**config.mk**
```make
export PLATFORM = sky130hd
export DESIGN_NAME = rotation_source_address
export DESIGN_NICKNAME = d
export VERILOG_FILES = /design/src/rtl/core/rsa_pkg.sv /design/src/rtl/core/rsa_offset.sv /design/src/rtl/core/rsa_rotate.sv /design/src/rtl/core/rsa_bound.sv /design/src/rtl/core/rotation_source_address.sv
export SDC_FILE = /design/constraint.sdc
export NUM_CORES = 2
export LEC_CHECK = 0
export BUFFER_PORTS_ARGS = -buffer_cell sky130_fd_sc_hd__buf_4
export CAP_MARGIN = 5
export CORE_AREA = 4 4 442 444
export CTS_CLUSTER_SIZE = 30
export DETAILED_ROUTE_END_ITERATION = 10
export DIE_AREA = 0 0 446 448
export GPL_ROUTABILITY_DRIVEN = 0
export PLACE_DENSITY_LB_ADDON = 0.1
export REMOVE_ABC_BUFFERS = 1
export SLEW_MARGIN = 20
export SYNTH_ARGS = -nofsm -noshare
export SYNTH_HDL_FRONTEND = slang
export SYNTH_SLANG_ARGS = --single-unit
export TNS_END_PERCENT = 100
```
**constraint.sdc**
```tcl
create_clock -name clk -period 19 [get_ports clk]
set_input_delay 0 -clock clk [delete_from_list [all_inputs] [get_ports clk]]
set_output_delay 0 -clock clk [all_outputs]
set_load 0.05 [all_outputs]
```
**src/rtl/core/rsa_pkg.sv**
```systemverilog
package rsa_pkg;

  // Default geometry and trig precision.
  localparam int MAX_SRC_DIM_DEF    = 4096;
  localparam int MAX_DST_DIM_DEF    = 8192;
  localparam int TRIG_FRAC_BITS_DEF = 14;

  // Configuration register indexes.
  localparam int CFG_IDX_W = 3;

  localparam logic [CFG_IDX_W-1:0] REG_COS_ANGLE  = 3'd0;
  localparam logic [CFG_IDX_W-1:0] REG_SIN_ANGLE  = 3'd1;
  localparam logic [CFG_IDX_W-1:0] REG_SRC_WIDTH  = 3'd2;
  localparam logic [CFG_IDX_W-1:0] REG_SRC_HEIGHT = 3'd3;
  localparam logic [CFG_IDX_W-1:0] REG_DST_WIDTH  = 3'd4;
  localparam logic [CFG_IDX_W-1:0] REG_DST_HEIGHT = 3'd5;

endpackage

```
**src/rtl/core/rsa_offset.sv**
```systemverilog
module rsa_offset #(
  parameter int DW = 13
) (
  input  logic                 clk,
  input  logic                 rst_n,
  input  logic                 en,
  input  logic                 valid_i,
  input  logic [DW-1:0]        dst_x_i,
  input  logic [DW-1:0]        dst_y_i,
  input  logic [DW:0]          dst_width_i,
  input  logic [DW:0]          dst_height_i,
  output logic                 valid_o,
  output logic signed [DW+1:0] dx2_o,
  output logic signed [DW+1:0] dy2_o
);

  logic                 valid_r;
  logic signed [DW+1:0] dx2_r;
  logic signed [DW+1:0] dy2_r;
  logic [DW+1:0]        dx2_nxt;
  logic [DW+1:0]        dy2_nxt;

  // Offsets from the destination center, in half pixels.
  assign dx2_nxt = {1'b0, dst_x_i, 1'b0} - {1'b0, dst_width_i};
  assign dy2_nxt = {1'b0, dst_y_i, 1'b0} - {1'b0, dst_height_i};

  always_ff @(posedge clk) begin
    if (!rst_n) begin
      valid_r <= 1'b0;
    end else if (en) begin
      valid_r <= valid_i;
    end
  end

  always_ff @(posedge clk) begin
    if (en) begin
      dx2_r <= $signed(dx2_nxt);
      dy2_r <= $signed(dy2_nxt);
    end
  end

  assign valid_o = valid_r;
  assign dx2_o   = dx2_r;
  assign dy2_o   = dy2_r;

endmodule

```
**src/rtl/core/rsa_rotate.sv**
```systemverilog
module rsa_rotate #(
  parameter int DW  = 13,
  parameter int SW  = 12,
  parameter int FB  = 14,
  parameter int TW  = FB + 2,
  parameter int DXW = DW + 2,
  parameter int PW  = TW + DXW,
  parameter int NW  = ((PW + 1 > SW + FB + 2) ? PW + 1 : SW + FB + 2) + 1
) (
  input  logic                  clk,
  input  logic                  rst_n,
  input  logic                  en,
  input  logic                  valid_i,
  input  logic signed [DXW-1:0] dx2_i,
  input  logic signed [DXW-1:0] dy2_i,
  input  logic signed [TW-1:0]  cos_i,
  input  logic signed [TW-1:0]  sin_i,
  input  logic [SW:0]           src_width_i,
  input  logic [SW:0]           src_height_i,
  output logic                  valid_o,
  output logic signed [NW-1:0]  nx_o,
  output logic signed [NW-1:0]  ny_o
);

  logic                 prod_valid_r;
  logic signed [PW-1:0] pxc_r;
  logic signed [PW-1:0] pys_r;
  logic signed [PW-1:0] pyc_r;
  logic signed [PW-1:0] pxs_r;
  logic                 sum_valid_r;
  logic signed [NW-1:0] nx_r;
  logic signed [NW-1:0] ny_r;
  logic signed [NW-1:0] nx_nxt;
  logic signed [NW-1:0] ny_nxt;
  logic signed [NW-1:0] cx_off;
  logic signed [NW-1:0] cy_off;

  // Source center, in half pixels, scaled up to the numerator's fraction.
  assign cx_off = NW'($signed({1'b0, src_width_i, {FB{1'b0}}}));
  assign cy_off = NW'($signed({1'b0, src_height_i, {FB{1'b0}}}));

  assign nx_nxt = NW'(pxc_r) + NW'(pys_r) + cx_off;
  assign ny_nxt = NW'(pyc_r) - NW'(pxs_r) + cy_off;

  always_ff @(posedge clk) begin
    if (!rst_n) begin
      prod_valid_r <= 1'b0;
      sum_valid_r  <= 1'b0;
    end else if (en) begin
      prod_valid_r <= valid_i;
      sum_valid_r  <= prod_valid_r;
    end
  end

  // Four independent products, then the two sums one stage later.
  always_ff @(posedge clk) begin
    if (en) begin
      pxc_r <= cos_i * dx2_i;
      pys_r <= sin_i * dy2_i;
      pyc_r <= cos_i * dy2_i;
      pxs_r <= sin_i * dx2_i;
      nx_r  <= nx_nxt;
      ny_r  <= ny_nxt;
    end
  end

  assign valid_o = sum_valid_r;
  assign nx_o    = nx_r;
  assign ny_o    = ny_r;

endmodule

```
**src/rtl/core/rsa_bound.sv**
```systemverilog
module rsa_bound #(
  parameter int SW = 12,
  parameter int FB = 14,
  parameter int NW = 33
) (
  input  logic                 clk,
  input  logic                 rst_n,
  input  logic                 en,
  input  logic                 valid_i,
  input  logic signed [NW-1:0] nx_i,
  input  logic signed [NW-1:0] ny_i,
  input  logic [SW:0]          src_width_i,
  input  logic [SW:0]          src_height_i,
  output logic                 valid_o,
  output logic [SW-1:0]        src_x_o,
  output logic [SW-1:0]        src_y_o,
  output logic                 inside_o
);

  localparam int QW = NW - FB - 1;

  logic [QW-1:0]  qx;
  logic [QW-1:0]  qy;
  logic           ok_x;
  logic           ok_y;
  logic [SW-1:0]  sx;
  logic [SW-1:0]  sy;
  logic           valid_r;
  logic [SW-1:0]  src_x_r;
  logic [SW-1:0]  src_y_r;
  logic           inside_r;

  // Floor division by the numerator scale; truncation toward zero only
  // matters for negatives, where anything above minus one becomes zero.
  assign qx = nx_i[NW-1:FB+1];
  assign qy = ny_i[NW-1:FB+1];

  always_comb begin
    if (nx_i[NW-1]) begin
      sx   = '0;
      ok_x = (&qx) && (nx_i[FB:0] != '0);
    end else begin
      sx   = qx[SW-1:0];
      ok_x = (qx[QW-1:SW] == '0);
    end
    if (ny_i[NW-1]) begin
      sy   = '0;
      ok_y = (&qy) && (ny_i[FB:0] != '0);
    end else begin
      sy   = qy[SW-1:0];
      ok_y = (qy[QW-1:SW] == '0);
    end
  end

  always_ff @(posedge clk) begin
    if (!rst_n) begin
      valid_r <= 1'b0;
    end else if (en) begin
      valid_r <= valid_i;
    end
  end

  always_ff @(posedge clk) begin
    if (en) begin
      inside_r <= ok_x && ok_y && ({1'b0, sx} < src_width_i) && ({1'b0, sy} < src_height_i);
      src_x_r  <= (ok_x && ok_y && ({1'b0, sx} < src_width_i) &&
                   ({1'b0, sy} < src_height_i)) ? sx : '0;
      src_y_r  <= (ok_x && ok_y && ({1'b0, sx} < src_width_i) &&
                   ({1'b0, sy} < src_height_i)) ? sy : '0;
    end
  end

  assign valid_o  = valid_r;
  assign src_x_o  = src_x_r;
  assign src_y_o  = src_y_r;
  assign inside_o = inside_r;

endmodule

```
**src/rtl/core/rotation_source_address.sv**
```systemverilog
// Source address generator for nearest-neighbor image rotation. Each item is
// one destination pixel (in_dst_x, in_dst_y); the block maps it back through
// the inverse rotation given by the cos_angle and sin_angle registers (signed,
// TRIG_FRAC_BITS fraction bits) around the image centers, truncates toward
// zero, and returns the source pixel together with out_inside_res. When the
// source pixel falls outside the source image, inside_res is 0 and both
// coordinates read 0; the caller paints that pixel black. The block takes one
// item every clock unless the result side stalls, and passes it on in order:
// one stage forms the centered offsets, one holds the four products of the
// rotation, one adds them to the source center, and one truncates, bounds and
// registers the result. A stall on the result side freezes the whole
// pipeline, so no item is lost or repeated. Configuration registers take
// effect at once and must be written only while no item is in flight.
module rotation_source_address #(
  parameter int MAX_SRC_DIM    = rsa_pkg::MAX_SRC_DIM_DEF,
  parameter int MAX_DST_DIM    = rsa_pkg::MAX_DST_DIM_DEF,
  parameter int TRIG_FRAC_BITS = rsa_pkg::TRIG_FRAC_BITS_DEF,
  parameter int SW             = $clog2(MAX_SRC_DIM),
  parameter int DW             = $clog2(MAX_DST_DIM),
  parameter int TW             = TRIG_FRAC_BITS + 2,
  parameter int CW             = (TW > DW + 1) ? TW : DW + 1
) (
  input  logic                           clk,
  input  logic                           rst_n,
  // Configuration writes.
  input  logic                           cfg_wr_en,
  input  logic [rsa_pkg::CFG_IDX_W-1:0]  cfg_index,
  input  logic [CW-1:0]                  cfg_wdata,
  // Destination pixel items.
  input  logic                           in_valid,
  output logic                           in_stall,
  input  logic [DW-1:0]                  in_dst_x,
  input  logic [DW-1:0]                  in_dst_y,
  // Source address items.
  output logic                           out_valid,
  input  logic                           out_stall,
  output logic [SW-1:0]                  out_src_x,
  output logic [SW-1:0]                  out_src_y,
  output logic                           out_inside_res
);

  import rsa_pkg::*;

  localparam int DXW = DW + 2;
  localparam int PW  = TW + DXW;
  localparam int NW  = ((PW + 1 > SW + TRIG_FRAC_BITS + 2) ? PW + 1 :
                        SW + TRIG_FRAC_BITS + 2) + 1;

  logic signed [TW-1:0]  cos_r;
  logic signed [TW-1:0]  sin_r;
  logic [SW:0]           src_width_r;
  logic [SW:0]           src_height_r;
  logic [DW:0]           dst_width_r;
  logic [DW:0]           dst_height_r;

  logic                  en;
  logic                  s1_valid;
  logic signed [DXW-1:0] s1_dx2;
  logic signed [DXW-1:0] s1_dy2;
  logic                  s3_valid;
  logic signed [NW-1:0]  s3_nx;
  logic signed [NW-1:0]  s3_ny;

  // The pipeline moves whenever the output register is empty or being taken.
  assign en       = !out_valid || !out_stall;
  assign in_stall = !en;

  // Configuration registers. Unknown indexes are ignored.
  always_ff @(posedge clk) begin
    if (!rst_n) begin
      cos_r        <= $signed(TW'(1) << TRIG_FRAC_BITS);
      sin_r        <= '0;
      src_width_r  <= (SW + 1)'(1);
      src_height_r <= (SW + 1)'(1);
      dst_width_r  <= (DW + 1)'(1);
      dst_height_r <= (DW + 1)'(1);
    end else if (cfg_wr_en) begin
      case (cfg_index)
        REG_COS_ANGLE:  cos_r        <= $signed(cfg_wdata[TW-1:0]);
        REG_SIN_ANGLE:  sin_r        <= $signed(cfg_wdata[TW-1:0]);
        REG_SRC_WIDTH:  src_width_r  <= cfg_wdata[SW:0];
        REG_SRC_HEIGHT: src_height_r <= cfg_wdata[SW:0];
        REG_DST_WIDTH:  dst_width_r  <= cfg_wdata[DW:0];
        REG_DST_HEIGHT: dst_height_r <= cfg_wdata[DW:0];
        default: begin
        end
      endcase
    end
  end

  rsa_offset #(
    .DW (DW)
  ) u_offset (
    .clk          (clk),
    .rst_n        (rst_n),
    .en           (en),
    .valid_i      (in_valid),
    .dst_x_i      (in_dst_x),
    .dst_y_i      (in_dst_y),
    .dst_width_i  (dst_width_r),
    .dst_height_i (dst_height_r),
    .valid_o      (s1_valid),
    .dx2_o        (s1_dx2),
    .dy2_o        (s1_dy2)
  );

  rsa_rotate #(
    .DW  (DW),
    .SW  (SW),
    .FB  (TRIG_FRAC_BITS),
    .TW  (TW),
    .DXW (DXW),
    .PW  (PW),
    .NW  (NW)
  ) u_rotate (
    .clk          (clk),
    .rst_n        (rst_n),
    .en           (en),
    .valid_i      (s1_valid),
    .dx2_i        (s1_dx2),
    .dy2_i        (s1_dy2),
    .cos_i        (cos_r),
    .sin_i        (sin_r),
    .src_width_i  (src_width_r),
    .src_height_i (src_height_r),
    .valid_o      (s3_valid),
    .nx_o         (s3_nx),
    .ny_o         (s3_ny)
  );

  rsa_bound #(
    .SW (SW),
    .FB (TRIG_FRAC_BITS),
    .NW (NW)
  ) u_bound (
    .clk          (clk),
    .rst_n        (rst_n),
    .en           (en),
    .valid_i      (s3_valid),
    .nx_i         (s3_nx),
    .ny_i         (s3_ny),
    .src_width_i  (src_width_r),
    .src_height_i (src_height_r),
    .valid_o      (out_valid),
    .src_x_o      (out_src_x),
    .src_y_o      (out_src_y),
    .inside_o     (out_inside_res)
  );

endmodule
```
; ---- Word level (Yosys, flattened, before mapping)
; Cells that the tools add are included.
[classes]
n_addsub = 6
magnitude_cmp = 2
mux = 4
mul = 4
reduce_logical = 22
eq_ne = 5
[op_table]
columns = op, count
row1 = multiplier 16 x 15 -> 31 bit, 4
row2 = adder 33 x 28 -> 33 bit, 2
row3 = AND reduction 18 bit, 2
row4 = adder 31 x 31 -> 32 bit, 1
row5 = subtractor 31 x 31 -> 32 bit, 1
row6 = nonzero test 15 bit, 2
row7 = subtractor 14 x 14 -> 15 bit, 2
row8 = < comparator 12 x 13 -> 1 bit, 2
row9 = 2-to-1 mux 12 bit, 2
row10 = logical NOT 6 bit, 2
row11 = AND reduction 2 bit, 6
row12 = == test 3 x 2 -> 1 bit (second input constant), 2
row13 = == test 3 bit (second input constant), 2
row14 = logical AND 1 bit, 5
row15 = == test 3 x 1 -> 1 bit (second input constant), 1
row16 = logical NOT 1 bit, 3
row17 = logical NOT 3 bit, 1
row18 = 2-to-1 mux 1 bit, 2
row19 = logical OR 1 bit, 1
[word_totals]
ff_bits = 335
elab_cells = 64
output_inout_bits = 27

; ---- Longest topological paths before layout
[depth]
depth_word = 6
depth_mapped = 26

; ---- Hierarchy
; From an unflattened synthesis, not the netlist that was laid out.
[unflattened]
hier_cells = 5480
hier_area_um2 = 53405.0
[modules_own_cells]
columns = mod, n_inst, area_per_inst_um2, cells_each
row1 = rsa_rotate, 1, 46067.9, 4753
row2 = rotation_source_address, 1, 3169.3, 307
row3 = rsa_offset, 1, 2240.9, 217
row4 = rsa_bound, 1, 1926.8, 203

; ---- Worst setup path after synthesis
; Ideal clock, no wire load.
[synth_path]
path_kind = register -> register
from = register u_bound.valid_r (netlist: u_bound.valid_o)
to = register u_bound.valid_r (netlist: u_bound.valid_o)
required_time_ps = 18872
t_arrival_ps = 8473
synth_period_minus_slack_ps = 8601
slack_ps = 10399
stages_incl_launch_ff = 4
setup_ps = 128
path_cell_list = dfxtp_1 > nand2_1 > inv_1 > o21a_1
[synth_between]
elab_chain_cells = 2
[synth_rtl]
columns = element, line_no
row1 = start: declaration, rsa_bound.sv:28  ; logic valid_r;
row2 = start signal: assignment, rsa_bound.sv:59  ; valid_r <= valid_i;
row3 = logical NOT 1 bit, rotation_source_address.sv:65  ; assign en = !out_valid || !out_stall;
row4 = logical OR 1 bit, rotation_source_address.sv:65
; Every way passes these cells.
; A chain may end at the register's enable or synchronous reset.

; ---- Worst setup path in the final report
[layout_path]
from = register u_offset.dx2_r[14] (netlist: u_offset.dx2_o[14])
to = register u_rotate.pxs_r[29] (data pin)
[layout_between]
elab_chain_cells = 1
[layout_rtl]
columns = element, line_no
row1 = start: declaration, rsa_offset.sv:18  ; logic signed [DW+1:0] dx2_r;
row2 = start signal: assignment, rsa_offset.sv:37  ; dx2_r <= $signed(dx2_nxt);
row3 = multiplier 16 x 15 -> 31 bit, rsa_rotate.sv:61  ; pxs_r <= sin_i * dx2_i;
row4 = end signal: assignment, rsa_rotate.sv:61
row5 = end: declaration, rsa_rotate.sv:29  ; logic signed [PW-1:0] pxs_r;
; Every way passes these cells.

==> summary.md <==
| Metric | Value |
|---|---|
| CTS tree | built |
| Drt via density | 4.56 |
| DRC violations left | 0 |
| Final Max Tran Viols | 0 |
| Setup violators final | 0 |
| Status | completed |
| Clock latency on the worst-skew pair | 640 ps |
| Hold Path Depth | 4 |
| Number of global-route vias before repair | 40300 |
| CTS root buffer | clkbuf_16 |
| Initial Utilization | 0.278 |
| Post-route ant nets | 0 |
| Global route overflow | 0 |
| Worst-margin pin slew | 1100 ps |
| Most frequent cells after synthesis | inv_1 (1178), fa_1 (946), nand2_1 (712) |
| Initial antenna violation count | 4 |
| Core Region | 192000 µm² |
| Cell Area, Synth | 53300 µm² |
| Post-Synthesis Cells | 5624 |
| Cell taking the most area after synthesis | fa_1 |
| Post-synthesis sequential area ratio | 0.172 |
| Final #Nets | 7124 |
| Area grow syn2layout | 10.7% |
| Most common flop cell mapped by yosys | edfxtp_1 |
| Cts bufs inserted | 45 |
| Deepest clock path buffer count | 3 |
| Register area | 9170 µm² |
| Max-cap viol count | 0 |
| Setup TNS | 0 ps |
| Share of post-route cells with drive strength above 1 | 0.0450 |
| Post-synth ARST share | 0 |
| Final hold violation count | 0 |
| Syn Area/Cell | 9.47 µm² |
| Layout Cells excl Fill | 8218 |
| Die Ht | 448 µm |
| GRT Util Overall | 0.166 |
| Vias | 37400 |
| Post-CTS setup repair buffer count | 0 |
| Initial DRC Count | 1958 |
| Fill cells | 20200 |
| FF-to-FF path depth | 20 |
| Critical path peak fanout | 24 |
| Tmin final | 7890 ps |
| Pwr/cell area | 91.9 nW/µm² |
| # IOs | 77 |
| Largest cells by area after synthesis | fa_1 (36%), edfxtp_1 (14%), ha_1 (11%) |
| CTS Sinks | 335 |
| Post-Place Cells | 8078 |
| Tcrit/Tclk final | 0.415 |
| HPWL after DPL | 125 mm |
| Drt pass-1 iters | 7 |
| Clk_skew | 26.5 ps |
| Max Fclk | 127 MHz |
| Leakage power | 28.9 nW |
| Final WS setup | 11110 ps |
| RSZ-0062 raised after global routing | no |
| Pre-CTS WS | 11120 ps |
| Number of synthesized register bits | 335 |
| Footprint of the multi-input gates | 38900 µm² |
| DR WL/cell | 19.6 µm |
| H-tree levels | 2 |
| Total wire length | 161 mm |
| Die area | 200000 µm² |
| HP Class | in -> reg |
| Number of synthesized flops with an enable pin | 245 |
| WS Path Type | reg -> reg |
| Number of port buffers | 76 |
| Yosys warns | 0 |
| Startpoint types | flop |
| Crit end category | flop |
| Top-count cell post-synth | inv_1 |
| Arrival @ worst endpoint | 8260 ps |
| FP Rows | 161 |
| CP Data Required Time | 19370 ps |
| Pin count of the biggest net entering global routing | 128 |
| Die W | 446 µm |
| Hold Worst Slack | 47.9 ps |
| Worst-path clk slew | 70 ps |
| Cell variety after synth | 71 |
| Global-route wire length before repair | 252 mm |
| Rel. slew slack | 0.259 |
| Synth top area share | 0.356 |
| Maximum vdd drop | 75.1 µV |
==> through the flow <==
step / utilization / instance area (µm²) / total power [mW]
finish: 0.308 / 58900 / 5.42
CTS: 0.308 / 58900 / 5.50
floorplan: - / 52400 / 3.33
detailed placement: 0.296 / 56800 / 4.52
global route: 0.308 / 58900 / 5.91
global placement: 0.296 / 56800 / 4.52
==> worst max-delay path: stages (launching register included) <==
cell       delay, ps
edfxtp_1        1010
clkinv_1         470
buf_4            390
nor2_1           170
fa_1             440
fa_1             460
fa_1             530
fa_1             440
fa_1             490
inv_1             50
fa_1             470
inv_1             40
ha_1             320
and2_1           210
a221oi_1         410
a21oi_1          150
a2111oi_0        840
nor3_1           130
nor3b_1          320
a21oi_1          130
xnor2_1          140
==> cell type report <==
class | count | share of cell area
Sequential cell | 335 | 0.155
Clock inverter | 22 | 0.00473
Inverter | 1179 | 0.0751
Tap cell | 2526 | 0.0536
Multi-Input combinational cell | 3889 | 0.660
Timing Repair Buffer | 206 | 0.0291
Clock buffer | 60 | 0.0222
Antenna cell | 1 | 0.0000425
==> state kept, by name, summed over array words and instances, names as in the netlist, 12 cells and up <==
register,cells
u_rotate.nx_o,33
cos_r,16
u_rotate.pxc_r,31
u_bound.src_y_o,12
dst_width_r,14
u_bound.src_x_o,12
dst_height_r,14
u_offset.dx2_o,15
u_offset.dy2_o,15
src_height_r,13
u_rotate.ny_o,33
u_rotate.pyc_r,31
sin_r,16
src_width_r,13
u_rotate.pxs_r,31
u_rotate.pys_r,31
==> timing repair <==
| item | CTS | global route |
|---|---|---|
| gates resized for setup | 0 | 0 |
| endpoints found under the hold margin | 114 | 0 |
| hold buffers | 56 | 0 |
==> per-layer routing <==
layer  track usage  up-vias  part of all wire
met5             0        -                 0
met4        0.0424        0             0.028
met3        0.0163      146             0.034
met2         0.277      596              0.47
met1         0.232    19300              0.47
li1              -    17400                 -
==> worst paths after layout <==
check             slack, ps          startpoint                 end
setup reg to reg      11110  u_offset.dx2_o[14]  u_rotate.pxs_r[29]
setup / recovery      11110  u_offset.dx2_o[14]  u_rotate.pxs_r[29]
hold / removal           50        cfg_index[2]     dst_height_r[0]
hold reg to reg         460     dst_width_r[13]     dst_width_r[13]
==> where the power goes <==
| part | internal [mW] | total, mW | leakage [nW] | switching [mW] |
|---|---|---|---|---|
| combinational | 1.21 | 3.28 | 24.7 | 2.07 |
| clock | 0.543 | 0.929 | 0.765 | 0.386 |
| sequential | 1.08 | 1.21 | 3.46 | 0.123 |
==> placed cells by master (no fill, tap or decap), types with 7 or more instances in the layout <==
cell type	count
inv_1	1178
fa_1	946
nand2_1	710
ha_1	472
and2_1	448
edfxtp_1	245
nor2_1	186
xnor2_1	177
a21oi_1	150
buf_4	147
a21boi_0	99
o21ai_0	93
a21o_1	86
dfxtp_1	85
dlygate4sd3_1	56
xor2_1	49
clkbuf_16	49
nand2b_1	47
nor2b_1	45
nand3_1	39
nor3_1	33
o21a_1	31
nor3b_1	26
o21bai_1	25
nand4_1	22
and3_1	20
a31oi_1	20
nor4_1	15
or3_1	14
o211ai_1	12
a211oi_1	11
o31ai_1	8
or2_2	7
or4_1	7
clkbuf_1	7
==> cells by family after synthesis <==
kind of cell,Yosys count,synth area share
adder cells (fa/ha/maj),1418,0.466
XOR/XNOR,227,0.0373
AO/OA/AOI/OAI,597,0.0741
buffers and inverters,1400,0.0987
flip-flops,335,0.172
multiplexers,2,0.000376
AND/OR/NAND/NOR,1645,0.151
No activity file was read; power rests on OpenSTA's default activity.
